<file path="src/wpd_pkg.sv">
// Package for the waveform peak decimator: field widths, register indexes,
// saturation limits and the sample-to-level function. No dependencies.
package wpd_pkg;

    localparam int SAMPLE_BITS = 16;
    localparam int LEVEL_BITS  = 16;
    localparam int INDEX_BITS  = 12;
    localparam int TOTAL_BITS  = 17;
    localparam int BARS_BITS   = 13;
    localparam int CFG_IDX_BITS  = 2;
    localparam int CFG_DATA_BITS = 17;

    localparam logic [TOTAL_BITS-1:0] MAX_SAMPLES = TOTAL_BITS'(65536);
    localparam logic [BARS_BITS-1:0]  MAX_BARS    = BARS_BITS'(4096);

    // register indexes on the config port
    localparam logic [CFG_IDX_BITS-1:0] CFG_TOTAL_SAMPLES = 2'd0;
    localparam logic [CFG_IDX_BITS-1:0] CFG_MAX_BARS      = 2'd1;

    typedef logic signed [SAMPLE_BITS-1:0] t_sample;
    typedef logic [LEVEL_BITS-1:0]         t_level;
    typedef logic [INDEX_BITS-1:0]         t_bar_index;
    typedef logic [TOTAL_BITS-1:0]         t_total;
    typedef logic [BARS_BITS-1:0]          t_bars;

    // Magnitude; the most negative code maps to exactly full scale.
    function automatic t_level level_of(input t_sample s);
        logic [SAMPLE_BITS-1:0] raw;
        raw = s;
        return raw[SAMPLE_BITS-1] ? t_level'(~raw + 1'b1) : t_level'(raw);
    endfunction

endpackage

</file>
<file path="src/wpd_ifs.sv">
// Stream interfaces for the waveform peak decimator: sample in, bar out.
// Depends on wpd_pkg.
interface wpd_smp_if;
    logic             valid;
    logic             ready;
    wpd_pkg::t_sample sample;

    modport source (output valid, output sample, input ready);
    modport sink   (input valid, input sample, output ready);
endinterface

interface wpd_bar_if;
    logic                valid;
    logic                ready;
    wpd_pkg::t_level     level;
    wpd_pkg::t_bar_index bar_index;
    logic                last_bar;

    modport source (output valid, output level, output bar_index, output last_bar,
                    input ready);
    modport sink   (input valid, input level, input bar_index, input last_bar,
                    output ready);
endinterface

</file>
<file path="src/waveform_peak_decimator.sv">
// Waveform peak decimator top level: input register, bar update, result register.
// Depends on wpd_pkg and the stream interfaces in wpd_ifs.sv.
//
// Reduces a stream of N = total_samples signed Q1.15 samples to at most
// M = max_bars bars. Each sample becomes a level (its magnitude; -1.0 gives
// 32768). Bar i holds the peak level of samples floor(i*N/M) through
// floor((i+1)*N/M)-1; boundaries are tracked with a running remainder, so
// there is no divider. When N <= M every level is its own bar. The final bar
// of a stream carries last_bar, and the next sample starts a new stream.
// N above 65536 is taken as 65536; M is read from the low 13 data bits and
// above 4096 is taken as 4096. With N or M zero, samples are taken and
// dropped. Writing either register restarts the stream; write registers only
// while the block is idle. Throughput is one sample per clock while the output
// is not stalled; a sample goes input register, remainder/peak update, result
// register, each update done before the next sample is looked at. A stalled
// output holds back the input, with ready passed through combinationally.
module waveform_peak_decimator (
    input  logic                           i_clk,
    input  logic                           i_rst_n,
    input  logic                           i_cfg_we,
    input  logic [wpd_pkg::CFG_IDX_BITS-1:0]  i_cfg_index,
    input  logic [wpd_pkg::CFG_DATA_BITS-1:0] i_cfg_data,
    wpd_smp_if.sink                        i_smp,
    wpd_bar_if.source                      o_bar
);

    // ---- configuration, stored already saturated ----
    wpd_pkg::t_total r_total;
    wpd_pkg::t_bars  r_bars;

    // ---- stream state ----
    wpd_pkg::t_total r_smp_cnt, n_smp_cnt;
    wpd_pkg::t_bars  r_bar_cnt, n_bar_cnt;
    wpd_pkg::t_level r_peak,    n_peak;
    wpd_pkg::t_total r_rem,     n_rem;

    // ---- input register ----
    logic             r_in_valid;
    wpd_pkg::t_sample r_sample;

    // ---- result register ----
    logic                r_out_valid;
    wpd_pkg::t_level     r_out_level, n_out_level;
    wpd_pkg::t_bar_index r_out_index;
    logic                r_out_last,  n_out_last;

    logic            out_free;
    logic            fire;
    logic            emit;
    logic            active;
    logic            pass_mode;
    wpd_pkg::t_level lvl;
    wpd_pkg::t_level peak_max;
    wpd_pkg::t_total m_ext;
    wpd_pkg::t_total rem_sub;
    wpd_pkg::t_total smp_inc;
    wpd_pkg::t_bars  bar_inc;
    logic            is_last;

    // Input register advances whenever the result register can take a beat.
    assign out_free    = !r_out_valid || o_bar.ready;
    assign fire        = r_in_valid && out_free;
    assign i_smp.ready = !r_in_valid || out_free;

    assign o_bar.valid     = r_out_valid;
    assign o_bar.level     = r_out_level;
    assign o_bar.bar_index = r_out_index;
    assign o_bar.last_bar  = r_out_last;

    // ---- bar update: one sample per cycle while the output is free ----
    always_comb begin
        active    = (r_total != '0) && (r_bars != '0);
        m_ext     = wpd_pkg::t_total'(r_bars);
        pass_mode = (r_total <= m_ext);
        lvl       = wpd_pkg::level_of(r_sample);
        peak_max  = (lvl > r_peak) ? lvl : r_peak;
        // remainder steps down by M per sample, floored at zero
        rem_sub   = (r_rem >= m_ext) ? (r_rem - m_ext) : '0;
        smp_inc   = wpd_pkg::t_total'(r_smp_cnt + 1'b1);
        bar_inc   = wpd_pkg::t_bars'(r_bar_cnt + 1'b1);

        n_smp_cnt   = r_smp_cnt;
        n_bar_cnt   = r_bar_cnt;
        n_peak      = r_peak;
        n_rem       = r_rem;
        emit        = 1'b0;
        is_last     = 1'b0;
        n_out_level = lvl;

        if (fire && active) begin
            n_smp_cnt = smp_inc;
            if (pass_mode) begin
                // every level is its own bar
                emit    = 1'b1;
                is_last = (smp_inc >= r_total);
            end else if (rem_sub < m_ext) begin
                // bar boundary: emit the peak, reload remainder
                emit        = 1'b1;
                n_out_level = peak_max;
                n_peak      = '0;
                n_rem       = wpd_pkg::t_total'(rem_sub + r_total);
                is_last     = (bar_inc >= r_bars) || (smp_inc >= r_total);
            end else begin
                n_peak = peak_max;
                n_rem  = rem_sub;
            end

            if (emit) begin
                if (is_last) begin
                    // end of stream: start over
                    n_smp_cnt = '0;
                    n_bar_cnt = '0;
                    n_peak    = '0;
                    n_rem     = r_total;
                end else begin
                    n_bar_cnt = bar_inc;
                end
            end
        end
        n_out_last = is_last;
    end

    // ---- config and stream state ----
    always_ff @(posedge i_clk) begin
        if (!i_rst_n) begin
            r_total   <= '0;
            r_bars    <= '0;
            r_smp_cnt <= '0;
            r_bar_cnt <= '0;
            r_peak    <= '0;
            r_rem     <= '0;
        end else if (i_cfg_we) begin
            unique case (i_cfg_index)
                wpd_pkg::CFG_TOTAL_SAMPLES: begin
                    r_total   <= (i_cfg_data > wpd_pkg::MAX_SAMPLES) ?
                                 wpd_pkg::MAX_SAMPLES : i_cfg_data;
                    r_smp_cnt <= '0;
                    r_bar_cnt <= '0;
                    r_peak    <= '0;
                    r_rem     <= (i_cfg_data > wpd_pkg::MAX_SAMPLES) ?
                                 wpd_pkg::MAX_SAMPLES : i_cfg_data;
                end
                wpd_pkg::CFG_MAX_BARS: begin
                    r_bars    <= (i_cfg_data[wpd_pkg::BARS_BITS-1:0] > wpd_pkg::MAX_BARS) ?
                                 wpd_pkg::MAX_BARS : i_cfg_data[wpd_pkg::BARS_BITS-1:0];
                    r_smp_cnt <= '0;
                    r_bar_cnt <= '0;
                    r_peak    <= '0;
                    r_rem     <= r_total;
                end
                default: begin
                    // index beyond the register list: ignored
                end
            endcase
        end else begin
            r_smp_cnt <= n_smp_cnt;
            r_bar_cnt <= n_bar_cnt;
            r_peak    <= n_peak;
            r_rem     <= n_rem;
        end
    end

    // ---- input register ----
    always_ff @(posedge i_clk) begin
        if (!i_rst_n) begin
            r_in_valid <= 1'b0;
        end else if (i_smp.ready) begin
            r_in_valid <= i_smp.valid;
        end
    end

    always_ff @(posedge i_clk) begin
        if (i_smp.valid && i_smp.ready) begin
            r_sample <= i_smp.sample;
        end
    end

    // ---- result register ----
    always_ff @(posedge i_clk) begin
        if (!i_rst_n) begin
            r_out_valid <= 1'b0;
        end else if (emit) begin
            r_out_valid <= 1'b1;
        end else if (o_bar.ready) begin
            r_out_valid <= 1'b0;
        end
    end

    always_ff @(posedge i_clk) begin
        if (emit) begin
            r_out_level <= n_out_level;
            r_out_index <= r_bar_cnt[wpd_pkg::INDEX_BITS-1:0];
            r_out_last  <= n_out_last;
        end
    end

    // ---- assertions ----
    // bar counter stays below the bar limit
    a_bar_bound: assert property (@(posedge i_clk) disable iff (!i_rst_n)
        (r_bars == '0) || (r_bar_cnt < r_bars))
        else $error("bar counter reached max_bars");

    // sample counter stays below the stream length
    a_smp_bound: assert property (@(posedge i_clk) disable iff (!i_rst_n)
        (r_total == '0) || (r_smp_cnt < r_total))
        else $error("sample counter reached total_samples");

    // final bar clears the stream counters
    a_last_restart: assert property (@(posedge i_clk) disable iff (!i_rst_n)
        (emit && n_out_last) |=> (r_smp_cnt == '0) && (r_bar_cnt == '0) && (r_peak == '0))
        else $error("stream not restarted after final bar");

endmodule
</file>
<file path="src/flat_wrapper.sv">
// flat-port wrapper written by rule: the top's interface ports become plain ports
module waveform_peak_decimator_flat 
  (i_clk, i_rst_n, i_cfg_we, i_cfg_index, i_cfg_data, i_smp_valid, i_smp_sample, i_smp_ready, o_bar_valid, o_bar_level, o_bar_bar_index, o_bar_last_bar, o_bar_ready);
  wpd_smp_if i_smp_i ();
  wpd_bar_if o_bar_i ();
  input  logic i_clk;
  input  logic i_rst_n;
  input  logic i_cfg_we;
  input  logic [wpd_pkg::CFG_IDX_BITS-1:0] i_cfg_index;
  input  logic [wpd_pkg::CFG_DATA_BITS-1:0] i_cfg_data;
  input wire logic [$bits(i_smp_i.valid)-1:0] i_smp_valid;
  input wire logic [$bits(i_smp_i.sample)-1:0] i_smp_sample;
  output wire logic [$bits(i_smp_i.ready)-1:0] i_smp_ready;
  output wire logic [$bits(o_bar_i.valid)-1:0] o_bar_valid;
  output wire logic [$bits(o_bar_i.level)-1:0] o_bar_level;
  output wire logic [$bits(o_bar_i.bar_index)-1:0] o_bar_bar_index;
  output wire logic [$bits(o_bar_i.last_bar)-1:0] o_bar_last_bar;
  input wire logic [$bits(o_bar_i.ready)-1:0] o_bar_ready;
  assign i_smp_i.valid = i_smp_valid;
  assign i_smp_i.sample = i_smp_sample;
  assign i_smp_ready = i_smp_i.ready;
  assign o_bar_valid = o_bar_i.valid;
  assign o_bar_level = o_bar_i.level;
  assign o_bar_bar_index = o_bar_i.bar_index;
  assign o_bar_last_bar = o_bar_i.last_bar;
  assign o_bar_i.ready = o_bar_ready;
  waveform_peak_decimator u_core (.i_clk(i_clk), .i_rst_n(i_rst_n), .i_cfg_we(i_cfg_we), .i_cfg_index(i_cfg_index), .i_cfg_data(i_cfg_data), .i_smp(i_smp_i), .o_bar(o_bar_i));
endmodule
</file>
<file path="config.mk">
export PLATFORM = sky130hd
export DESIGN_NAME = waveform_peak_decimator_flat
export DESIGN_NICKNAME = d
export VERILOG_FILES = /design/src/wpd_pkg.sv /design/src/wpd_ifs.sv /design/src/waveform_peak_decimator.sv /design/src/flat_wrapper.sv
export SDC_FILE = /design/constraint.sdc
export NUM_CORES = 1
export LEC_CHECK = 0
export BUFFER_PORTS_ARGS = -buffer_cell sky130_fd_sc_hd__buf_2
export CORE_MARGIN = 2
export CORE_UTILIZATION = 45
export CTS_CLUSTER_DIAMETER = 40
export DETAILED_ROUTE_END_ITERATION = 7
export GPL_TIMING_DRIVEN = 0
export RECOVER_POWER = 100
export SLEW_MARGIN = 20
export SYNTH_ARGS = -nofsm -noshare
export SYNTH_HDL_FRONTEND = slang
export SYNTH_SLANG_ARGS = --single-unit
</file>
<file path="constraint.sdc">
create_clock -name i_clk -period 6.8 [get_ports i_clk]
set_input_delay 0.68 -clock i_clk [delete_from_list [all_inputs] [get_ports i_clk]]
set_output_delay 0.68 -clock i_clk [all_outputs]
set_load 0.005 [all_outputs]
</file>
; Yosys cells after proc, flatten, opt, wreduce, memory -nomap -nowiden
; Index checks and enable logic that the tools add are counted.
; W data, S select, Z words.
[word_totals]
reg_bits = 140
wordCells = 91
[classes]
addsub = 5
magnitude_cmp = 8
eq_ne = 3
n_mux = 41
bitwise = 1
reduce_logical = 21
[op_table]
columns = operator, n
row1 = $mux W17, 13
row2 = $mux W16, 12
row3 = $mux W13, 6
row4 = $pmux W17 S2, 1
row5 = $add A17 B1 Y17 const B, 1
row6 = $add A17 B17 Y17, 1
row7 = $ge A17 B13 Y1, 1
row8 = $ge A17 B17 Y1, 1
row9 = $gt A17 B17 Y1 const B, 1
row10 = $le A17 B13 Y1, 1
row11 = $lt A17 B13 Y1, 1
row12 = $reduce_bool A17 Y1, 1
row13 = $sub A17 B13 Y17, 1
row14 = $add A16 B1 Y16 const B, 1
row15 = $gt A16 B16 Y1, 1
row16 = $not A16 Y16, 1
row17 = $add A13 B1 Y13 const B, 1
row18 = $ge A13 B13 Y1, 1
row19 = $gt A13 B13 Y1 const B, 1
row20 = $reduce_bool A13 Y1, 1
row21 = $mux W1, 9
row22 = $reduce_and A2 Y1, 4
row23 = $reduce_bool A2 Y1, 3
row24 = $logic_and A1 B1 Y1, 4
row25 = 8 further kinds, 11

; Logic depth before layout (Yosys ltp)
; Gate-level depths: netlist (run 1).
[logic_depth]
word_depth = 11
depth_mapped = 23
ltp_nobuf = 21

; Least setup slack after synthesis (run 1)
; Ideal clock, no wire load.
[synth_path]
path_type = reg2reg
start = reg u_core.r_bars[1]
end = reg u_core.r_out_index[0] (netlist: u_core.o_bar.bar_index[0]), enable pin
setup_time_ps = 417
t_arrival_ps = 5191
required_ps = 6383
setup_slack_ps = 1193
stages_incl_launch_ff = 18
synth_period_minus_slack_ps = 5607
path_cell_list = dfxtp_1 > inv_1 > ha_1 > nor2b_1 > o31ai_1 > a211oi_1 > nand2b_1 > or2_2 > and3_1 > ha_1 > a21o_1 > a21o_1 > a221oi_1 > o21ai_0 > a2111o_1 > nand2_2 > nand2_1 > nor2_1
[synth_via]
elab_chain_len = 7
word_cells_on_any_way = 12
[synth_lines]
columns = element, line
row1 = "start, declared", waveform_peak_decimator.sv:29  ; wpd_pkg::t_bars r_bars;
row2 = "start signal, assigned", waveform_peak_decimator.sv:144  ; r_bars <= (i_cfg_data[wpd_pkg::BARS_BITS-1:0] > wpd_pkg::MAX_BARS) ?
row3 = $sub A17 B13 Y17 or $ge A17 B13 Y1 (tied branches), waveform_peak_decimator.sv:78  ; rem_sub = (r_rem >= m_ext) ? (r_rem - m_ext) : '0;
row4 = $mux W17, waveform_peak_decimator.sv:78
row5 = $lt A17 B13 Y1, waveform_peak_decimator.sv:96  ; end else if (rem_sub < m_ext) begin
row6 = $mux W1, waveform_peak_decimator.sv:96
row7 = $mux W1, waveform_peak_decimator.sv:92  ; if (pass_mode) begin
row8 = $mux W1, waveform_peak_decimator.sv:90  ; if (fire && active) begin
row9 = $mux W1 (*), waveform_peak_decimator.sv:90
row10 = named net u_core.emit, waveform_peak_decimator.sv:49  ; logic emit;
row11 = "end signal, assigned", waveform_peak_decimator.sv:192  ; r_out_index <= r_bar_cnt[wpd_pkg::INDEX_BITS-1:0];
row12 = "end, declared", waveform_peak_decimator.sv:44  ; wpd_pkg::t_bar_index r_out_index;
; Mark *: on every way through the listed nets, which the timed path passes. The rest lies on a longest branch. The select of a mux whose other input is x is not followed.
; A chain may end at the register's enable or synchronous reset.

; Worst setup path in the final report (run 1)
[layout_path]
start = reg u_core.r_bars[6]
end = reg u_core.r_out_level[5] (netlist: u_core.o_bar.level[5]), data pin
[layout_via]
elab_chain_len = 6
word_cells_on_any_way = 11
[layout_lines]
columns = element, line
row1 = $sub A17 B13 Y17 or $ge A17 B13 Y1 (tied branches), waveform_peak_decimator.sv:78
row2 = $mux W17, waveform_peak_decimator.sv:78
row3 = $lt A17 B13 Y1, waveform_peak_decimator.sv:96
row4 = $mux W16, waveform_peak_decimator.sv:96
row5 = $mux W16, waveform_peak_decimator.sv:92
row6 = $mux W16 (*), waveform_peak_decimator.sv:90
row7 = named net u_core.n_out_level[5], waveform_peak_decimator.sv:43  ; wpd_pkg::t_level r_out_level, n_out_level;
row8 = "end signal, assigned", waveform_peak_decimator.sv:191  ; r_out_level <= n_out_level;
row9 = "end, declared", waveform_peak_decimator.sv:43
; Mark *: on every way through the listed nets, which the timed path passes. The rest lies on a longest branch.

==> flow_metrics.env, run 1 <==
export IMPL_outcome="finished clean"
export IMPL_period_needed_ns=6.40
export IMPL_power_density_nw_per_um2=287
export IMPL_setup_viol=0
export IMPL_die_area_sq_um=24400
export IMPL_tritoncts="done"
export IMPL_synth_edf_count=45
export IMPL_leakage_nw=4.48
export IMPL_grt_max_degree=25
export IMPL_grt_pass1_vias=9380
export IMPL_cts_sinks=140
export IMPL_postCtsSetupBuffers=0
export IMPL_ant_nets=0
export IMPL_setup_slack_ns=0.398
export IMPL_vias=9900
export IMPL_clock_latency_ns=0.42
export IMPL_multi_input_area_sq_um=6640
export IMPL_placement_io_buffers=68
export IMPL_ios=71
export IMPL_post_route_period_util=0.942
export IMPL_grt_usage=0.285
export IMPL_numCtsBuffers=17
export IMPL_cts_clk_slew_worst_paths_ns=0.07
export IMPL_synthTopCellsByCount="103 x ha_1, 95 x dfxtp_1, 92 x nand2_1, 78 x inv_1, 70 x nor2_1"
export IMPL_slew_viol_final=0
export IMPL_place_worst_setup_slack_ns=0.314
export IMPL_syn2layout_area_growth_pct=12.5
export IMPL_grt_ovfl_total=0
export IMPL_yosys_area_top_type="dfxtp_1"
export IMPL_drt_iter0_drc=879
export IMPL_end_kind="register"
export IMPL_reg2reg_to="u_core.o_bar.level[5]"
export IMPL_synth_seq_cells=140
export IMPL_reg2reg_slack_ns=0.40
export IMPL_drive_above_1_share=0.101
export IMPL_peakVddDrop_mv=0.179
export IMPL_drc=0
export IMPL_die_y_um=156
export IMPL_max_freq_ghz=0.156
export IMPL_yosysWarnings=0
export IMPL_yosysTopAreaCellShare=0.182
export IMPL_synth_area_per_cell_sq_um=8.71
export IMPL_arrival_ns=6.56
export IMPL_timing_rr_start="u_core.r_bars[6]"
export IMPL_final_area_sq_um=11700
export IMPL_coreArea_sq_um=22700
export IMPL_crit_fanout=10
export IMPL_nets=1431
export IMPL_place_area_sq_um=11200
export IMPL_grt_pass1_wl_um=53100
export IMPL_dp_hpwl_um=26800
export IMPL_seqCellArea_sq_um=3250
export IMPL_antenna_found_initial=0
export IMPL_rsz0062_at_grt="no"
export IMPL_slew_headroom=0.300
export IMPL_synth_main_ff_cell="dfxtp_1"
export IMPL_gp_congestion=0.981
export IMPL_num_fill_cells=2210
export IMPL_path_class="reg2reg"
export IMPL_dr_pass1_iters=5
export IMPL_rows=55
export IMPL_synthesis_area_sq_um=10400
export IMPL_yosysSeqAreaShare=0.312
export IMPL_cts_buffer_depth=2
export IMPL_synth_cell_type_count=90
export IMPL_hold_depth=1
export IMPL_cap_violations=0
export IMPL_hold_viol_final=0
export IMPL_worst_slew_pin_slew_ns=1.05
export IMPL_min_path_type="in2reg"
export IMPL_cp_start_kind="register"
export IMPL_synth_cells=1198
export IMPL_h_tree_depth=4
export IMPL_synth_async_reset_ratio=0
export IMPL_r2r_cells=18
export IMPL_hold_end="u_core.r_sample[13]"
export IMPL_n_antenna_cell=0
export IMPL_root_buffer="clkbuf_16"
export IMPL_synth_most_common_cell="ha_1"
export IMPL_fp_dieW_um=156
export IMPL_start_util=0.459
export IMPL_hp_start="i_smp_sample[13]"
export IMPL_synth_nets=1343
export IMPL_fin_skew_ns=0.0106
export IMPL_wire_per_inst_um=21.9
export IMPL_wl_um=34600
export IMPL_setup_tns_final_ns=0
export IMPL_via_per_inst=6.25
export IMPL_worstPathRequired_ns=6.96
export IMPL_synthTopCellsByArea="dfxtp_1 18%, edfxtp_1 13%, ha_1 12%, nand2_1 3.3%, xnor2_1 3.1%"
export IMPL_p_total_mw=3.37
## registers in the layout, indices dropped and copies added, names as in the netlist
name	flops
u_core.o_bar.bar_index	12
u_core.o_bar.last_bar	1
u_core.o_bar.level	16
u_core.o_bar.valid	1
u_core.r_bar_cnt	13
u_core.r_bars	13
u_core.r_in_valid	1
u_core.r_peak	16
u_core.r_rem	17
u_core.r_sample	16
u_core.r_smp_cnt	17
u_core.r_total	17
## cells by family after synthesis
logic type,after synthesis,share of synthesized area
xor+xnor,54,0.0453
flops,140,0.312
mux,18,0.0227
fa+ha+maj,105,0.127
buf+inv,129,0.0511
compound gates,355,0.244
simple gates,397,0.197
## through the flow
stage                     instances  utilization  hold slack [ns]
after global placement         1551        0.490            0.416
after global routing           1584        0.517            0.409
after floorplan                1198            -            0.408
after CTS                      1584        0.520            0.412
final                          1584        0.517            0.427
after detailed placement       1552        0.492            0.419
## final cells by class
class / count / area share
clock buffers: 19 / 0.0377
plain buffers: 51 / 0.0199
repair buffers: 69 / 0.0283
well taps: 285 / 0.0304
inverters: 78 / 0.0250
multi-input cells: 929 / 0.566
flip-flops and latches: 140 / 0.277
clock inverters: 13 / 0.0152
## worst max path at each step
stage / startpoint / endpoint / slack, ns / cells past startpoint
2_1_floorplan: u_core.r_bars[1] / u_core.o_bar.bar_index[0] / 1.19 / 17
3_3_place_gp: u_core.r_bars[1] / u_core.o_bar.level[8] / -1.08 / 17
3_5_place_dp: u_core.r_bars[1] / u_core.r_rem[8] / 0.31 / 20
4_1_cts: u_core.r_bars[1] / u_core.r_rem[8] / 0.28 / 20
5_1_grt: u_core.r_bars[6] / u_core.o_bar.level[13] / 0.05 / 18
6_report: u_core.r_bars[6] / u_core.o_bar.level[5] / 0.40 / 18
## repair_timing
item / in CTS / in global routing
endpoints found under the setup margin: 0 / 91
resized for setup: 0 / 4
hold buffers: 0 / 0
## power by group
group	total, mW	internal [mW]	switching (mW)
clock network	0.999	0.598	0.401
registers	0.936	0.898	0.0386
logic	1.43	0.485	0.948
total	3.37	1.98	1.39
## metal layers
metal	part of all wire	routed length, um	vias to the layer above	track usage
met4	0.032	1110	0	0.105
met2	0.46	15800	412	0.462
met3	0.072	2490	73	0.0449
met5	0	0	-	0
met1	0.44	15200	4692	0.383
li1	-	-	4723	-
## layout by cell type (no fill, tap or decap), types with 6 or more instances in the layout
master / netlist / layout
ha_1: 103 / 103
dfxtp_1: 95 / 95
nand2_1: 92 / 93
inv_1: 78 / 78
nor2_1: 70 / 69
o21ai_0: 54 / 57
buf_2: 6 / 57
a21oi_1: 55 / 55
clkbuf_1: 36 / 54
nand3_1: 53 / 53
edfxtp_1: 45 / 45
nor2b_1: 37 / 37
xnor2_1: 37 / 37
nor3_1: 23 / 23
nand4_1: 21 / 21
o21a_1: 18 / 18
and3_1: 18 / 18
xor2_1: 17 / 17
clkbuf_16: 0 / 17
nor4_1: 17 / 16
a21o_1: 16 / 16
a21boi_0: 15 / 16
a211oi_1: 15 / 15
a31oi_1: 14 / 14
o31ai_1: 15 / 14
a32o_1: 14 / 14
o211ai_1: 13 / 13
o22ai_1: 12 / 12
or3_1: 11 / 11
mux2_1: 0 / 10
nand2b_1: 9 / 9
a221oi_1: 9 / 9
o2bb2ai_1: 9 / 9
o311ai_0: 7 / 9
a211o_1: 8 / 8
and2_1: 10 / 8
a32oi_1: 8 / 8
a22oi_1: 8 / 8
nand3b_1: 6 / 6
## critical path, cell delays in order, from the launching register on
cell and delay (ns):
dfxtp_1 0.33, inv_1 0.32, ha_1 0.39, a211oi_1 0.44
o211ai_1 0.17, a21oi_1 0.23, nor3b_2 0.47, clkbuf_1 0.54
nor2_1 0.28, ha_1 0.36, a21oi_1 0.14, o21ai_0 0.11
a221oi_1 0.37, o21ai_0 0.25, a2111o_1 0.50, nor4_4 0.38
nand2_1 0.28, buf_6 0.23, mux2_1 0.34
No activity file was read; power rests on OpenSTA's default activity.
==> run 2: changes to the inputs <==
Settings changed: CORE_MARGIN 2 to default.
Clock period 6.8 ns to 5.23 ns, I/O delays scaled along.
==> flow_metrics.env, run 2 (synthesis results as in run 1) <==
export IMPL_antenna_found_initial=0
export IMPL_reg2reg_slack_ns=0.08
export IMPL_gp_congestion=0.973
export IMPL_vias=9969
export IMPL_cap_violations=0
export IMPL_post_route_period_util=0.984
export IMPL_power_density_nw_per_um2=372
export IMPL_syn2layout_area_growth_pct=16.7
export IMPL_power_internal_mw=2.61
export IMPL_crit_buf_inv=4
export IMPL_fin_skew_ns=0.00897
export IMPL_cp_common_cell="buf_6"
export IMPL_cts_clk_slew_worst_paths_ns=0.07
export IMPL_top_regs="u_core.r_rem (17), u_core.r_smp_cnt (17), u_core.r_total (17)"
export IMPL_nets=1450
export IMPL_swShare=0.424
export IMPL_seqPwrFrac=0.270
export IMPL_grt_max_degree=25
export IMPL_clock_latency_ns=0.42
export IMPL_placement_io_buffers=68
export IMPL_period_needed_ns=5.15
export IMPL_crit_slowest_cell="a2111o_1"
export IMPL_die_area_sq_um=23800
export IMPL_grt_pass1_vias=9215
export IMPL_clkPwrFrac=0.254
export IMPL_hold_viol_final=0
export IMPL_dp_hpwl_um=26300
export IMPL_numCtsBuffers=17
export IMPL_cts_sinks=140
export IMPL_ios=71
export IMPL_via_per_inst=6.22
export IMPL_crit_path_cell_trace="inv_1 -> ha_4 -> nand4_1 -> or2_0 -> a211oi_2 -> buf_4 -> nor3b_4 -> buf_6 -> nor2_2 -> ha_1 -> a21oi_1 -> o21ai_0 -> a221oi_4 -> o21ai_2 -> a2111o_1 -> nor4_4 -> nand2_2 -> buf_6 -> mux2_4"
export IMPL_r2r_cells=19
export IMPL_utilization=0.536
export IMPL_worst_slew_pin_slew_ns=1.01
export IMPL_grt_pass1_wl_um=52300
export IMPL_place_worst_setup_slack_ns=-1.20
export IMPL_final_cell_mix="97 x ha_1, 92 x nand2_1, 92 x dfxtp_1"
export IMPL_final_common_cell="ha_1"
export IMPL_p_sw_mw=1.92
export IMPL_layoutNonFillerInstCount=1603
export IMPL_slew_viol_final=0
export IMPL_rows=55
export IMPL_end_kind="register"
export IMPL_drive_above_1_share=0.159
export IMPL_drc=0
export IMPL_die_y_um=154
export IMPL_leakage_nw=4.69
export IMPL_reg2reg_to="u_core.o_bar.level[5]"
export IMPL_hold_end="u_core.r_sample[11]"
export IMPL_max_freq_ghz=0.194
export IMPL_fp_dieW_um=154
export IMPL_hold_depth=1
export IMPL_p_comb_frac=0.477
export IMPL_grt_usage=0.290
export IMPL_path_class="reg2reg"
export IMPL_placed_cells=1552
export IMPL_dr_pass1_iters=7
export IMPL_min_path_type="in2reg"
export IMPL_rsz0062_at_grt="yes"
export IMPL_outcome="finished clean"
export IMPL_grt_ovfl_total=0
export IMPL_start_util=0.459
export IMPL_hold_buffers=0
export IMPL_slew_headroom=0.325
export IMPL_wire_per_inst_um=21.5
export IMPL_cp_start_kind="register"
export IMPL_peakVddDrop_mv=0.226
export IMPL_n_antenna_cell=0
export IMPL_crit_family="compound AO/OA/AOI/OAI gates"
export IMPL_hp_start="i_smp_sample[11]"
export IMPL_arrival_ns=5.32
export IMPL_tritoncts="done"
export IMPL_h_tree_depth=4
export IMPL_crit_fanout=10
export IMPL_timing_rr_start="u_core.r_bars[9]"
export IMPL_coreArea_sq_um=22700
export IMPL_wl_um=34400
export IMPL_setup_slack_ns=0.0812
export IMPL_drt_iter0_drc=797
export IMPL_worstPathRequired_ns=5.40
export IMPL_ant_nets=0
export IMPL_setup_viol=0
export IMPL_cts_buffer_depth=2
export IMPL_root_buffer="clkbuf_16"
export IMPL_slowest_delay_ns=0.46
export IMPL_holdWs_ns=0.270
run 2: per-layer routing:
layer	global-route usage	vias to the layer above	part of all wire
met3	0.0532	86	0.078
met1	0.381	4690	0.43
met2	0.461	464	0.45
li1	-	4729	-
met5	0	-	0
met4	0.136	0	0.040
run 2: metrics by stage:
step,setup TNS [ns],cell area (sq um),power (mW)
2_1_floorplan,0,10400,2.51
3_3_place_gp,-131.86,11100,3.03
3_5_place_dp,-113.46,11200,3.04
4_1_cts,-0.0455,11900,4.31
5_1_grt,-1.75,12200,4.76
6_report,0,12200,4.52
run 2: power by group through the flow:
stage	Combinational, mW	Clock [mW]	Sequential (mW)
after global routing	2.31	1.22	1.22
after detailed placement	1.80	0	1.24
after CTS	1.93	1.17	1.22
final	2.16	1.15	1.22
after floorplan	1.29	0	1.22
after global placement	1.79	0	1.24
run 2: cell type report:
type	count	area, sq um
Buffer	49	249
Fill cell	2196	10500
Inverter	78	295
Sequential cell	140	3260
Multi-Input combinational cell	929	6950
Clock buffer	17	425
Tap cell	285	357
Clock inverter	15	128
Timing Repair Buffer	90	510
run 2: timing repair:
| action | CTS | global route |
|---|---|---|
| setup endpoints to repair | 110 | 108 |
| pin swaps | 6 | 13 |
| gates resized for setup | 36 | 39 |
| setup buffers | 6 | 15 |
run 2: worst max-delay path by stage:
stage                     cells after the start         startpoint  slack (ns)                   endpoint
after detailed placement                     20   u_core.r_bars[1]       -1.20            u_core.r_rem[8]
after CTS                                    19  u_core.r_bars[12]       -0.03            u_core.r_rem[6]
after floorplan                              17   u_core.r_bars[1]        0.11  u_core.o_bar.bar_index[0]
after global placement                       17   u_core.r_bars[1]       -1.79      u_core.o_bar.level[8]
final                                        19   u_core.r_bars[9]        0.08      u_core.o_bar.level[5]
after global routing                         19   u_core.r_bars[9]       -0.10      u_core.o_bar.level[5]
==> run 3: changes to the inputs <==
Settings changed: CTS_CLUSTER_DIAMETER 40 to 120, MAX_ROUTING_LAYER from default to met4.
==> flow_metrics.env, run 3 (synthesis results as in run 1) <==
export IMPL_outcome="finished clean"
export IMPL_place_worst_setup_slack_ns=-1.28
export IMPL_utilization=0.537
export IMPL_start_util=0.459
export IMPL_via_per_inst=6.25
export IMPL_dr_pass1_iters=5
export IMPL_fp_dieW_um=154
export IMPL_fin_skew_ns=0.0109
export IMPL_coreArea_sq_um=22700
export IMPL_power_density_nw_per_um2=377
export IMPL_cp_start_kind="register"
export IMPL_cp_startpoint="u_core.r_rem[1]"
export IMPL_leakage_nw=4.69
export IMPL_hold_viol_final=0
export IMPL_layoutNonFillerInstCount=1595
export IMPL_drc=0
export IMPL_grt_ovfl_total=0
export IMPL_cts_buffer_depth=2
export IMPL_nets=1442
export IMPL_max_freq_ghz=0.194
export IMPL_crit_fanout=10
export IMPL_timing_rr_start="u_core.r_rem[1]"
export IMPL_worst_slew_pin_slew_ns=1.14
export IMPL_hp_start="i_smp_sample[12]"
export IMPL_clock_latency_ns=0.44
export IMPL_ios=71
export IMPL_antenna_found_initial=0
export IMPL_ant_nets=0
export IMPL_setup_slack_ns=0.0684
export IMPL_setup_viol=0
export IMPL_cap_violations=0
export IMPL_rows=55
export IMPL_path_class="reg2reg"
export IMPL_grt_usage=0.299
export IMPL_dp_hpwl_um=26400
export IMPL_h_tree_depth=4
export IMPL_peakVddDrop_mv=0.211
export IMPL_drt_iter0_drc=863
export IMPL_die_y_um=154
export IMPL_slew_viol_final=0
export IMPL_cts_sinks=140
export IMPL_final_cell_mix="98 x ha_1, 92 x dfxtp_1, 90 x nand2_1"
export IMPL_vias=9967
export IMPL_syn2layout_area_growth_pct=16.9
export IMPL_top_regs="u_core.r_rem (17), u_core.r_smp_cnt (17), u_core.r_total (17)"
export IMPL_placement_io_buffers=68
export IMPL_worstPathRequired_ns=5.60
export IMPL_min_path_type="in2reg"
export IMPL_hold_buffers=0
export IMPL_period_needed_ns=5.16
export IMPL_final_common_cell="ha_1"
export IMPL_wl_um=34600
export IMPL_grt_pass1_wl_um=52200
export IMPL_root_buffer="clkbuf_16"
export IMPL_wire_per_inst_um=21.7
export IMPL_tritoncts="done"
export IMPL_place_area_sq_um=11200
export IMPL_placed_cells=1552
export IMPL_die_area_sq_um=23800
export IMPL_final_area_sq_um=12200
export IMPL_p_total_mw=4.60
export IMPL_grt_max_degree=25
export IMPL_post_route_period_util=0.987
export IMPL_end_kind="register"
export IMPL_n_antenna_cell=0
export IMPL_gp_congestion=1.01
export IMPL_slew_headroom=0.233
export IMPL_cts_clk_slew_worst_paths_ns=0.07
export IMPL_drive_above_1_share=0.150
export IMPL_grt_pass1_vias=9117
export IMPL_arrival_ns=5.53
export IMPL_numCtsBuffers=17
==> run 3: cell types whose count changed in the layout (fill, tap and decap cells not counted), moves of 3 or more <==
cell	change
o31ai_4	+3
buf_4	-11
o311ai_1	+3
o311ai_0	-3
ha_2	-3
==> run 3: worst paths after layout <==
path | slack (ns) | cells after the start | endpoint
max | 0.07 | 21 | u_core.r_rem[8]
min | 0.26 | 1 | u_core.r_sample[12]
min reg2reg | 0.43 | 0 | u_core.o_bar.bar_index[11]
max reg2reg | 0.07 | 21 | u_core.r_rem[8]
==> run 3: area by class of cell <==
type | count | area [sq um]
sequential | 140 | 3260
clock buffer | 18 | 429
fill | 2157 | 10500
timing repair buffer | 82 | 449
multi-input combinational | 929 | 6990
inverter | 78 | 295
clock inverter | 14 | 159
tap | 285 | 357
buffer | 49 | 260
==> run 3: timing repair <==
action | in CTS | in global routing
setup endpoints to repair | 110 | 105
pin swaps | 4 | 12
buffers inserted | 3 | 10
gates resized for setup | 31 | 53
==> run 3: report_power, final <==
part | leakage, nW | internal, mW | switching (mW)
Clock | 0.283 | 0.713 | 0.518
Sequential | 1.20 | 1.17 | 0.0528
Combinational | 3.20 | 0.791 | 1.35
==> run 3: metrics by stage <==
| step | setup TNS [ns] | hold WS (ns) |
|---|---|---|
| floorplan | 0 | 0.408 |
| global placement | -139.85 | 0.414 |
| detailed placement | -117.76 | 0.419 |
| CTS | 0 | 0.247 |
| global route | -0.982 | 0.245 |
| finish | 0 | 0.262 |
==> run 3: worst max-delay path: stages (launching register included) <==
cell and delay [ns]:
dfxtp_1 0.45, ha_1 0.28, nor2b_1 0.17, o31ai_4 0.36
a211oi_2 0.11, buf_4 0.17, nand2b_2 0.22, or2_4 0.30
and3_2 0.25, ha_1 0.31, a21o_1 0.17, a21o_1 0.19
a221oi_2 0.32, o21ai_2 0.15, a2111o_1 0.44, buf_4 0.18
nand2_4 0.14, a31oi_4 0.14, buf_4 0.22, buf_6 0.16
o31ai_4 0.21, o2bb2ai_1 0.13
==> run 3: routing by layer <==
metal  vias up  global-route usage  part of all wire
met2       450               0.462              0.44
li1       4741                   -                 -
met3        94              0.0555             0.078
met5         -                   -                 0
met1      4682               0.383              0.43
met4         0               0.130             0.044
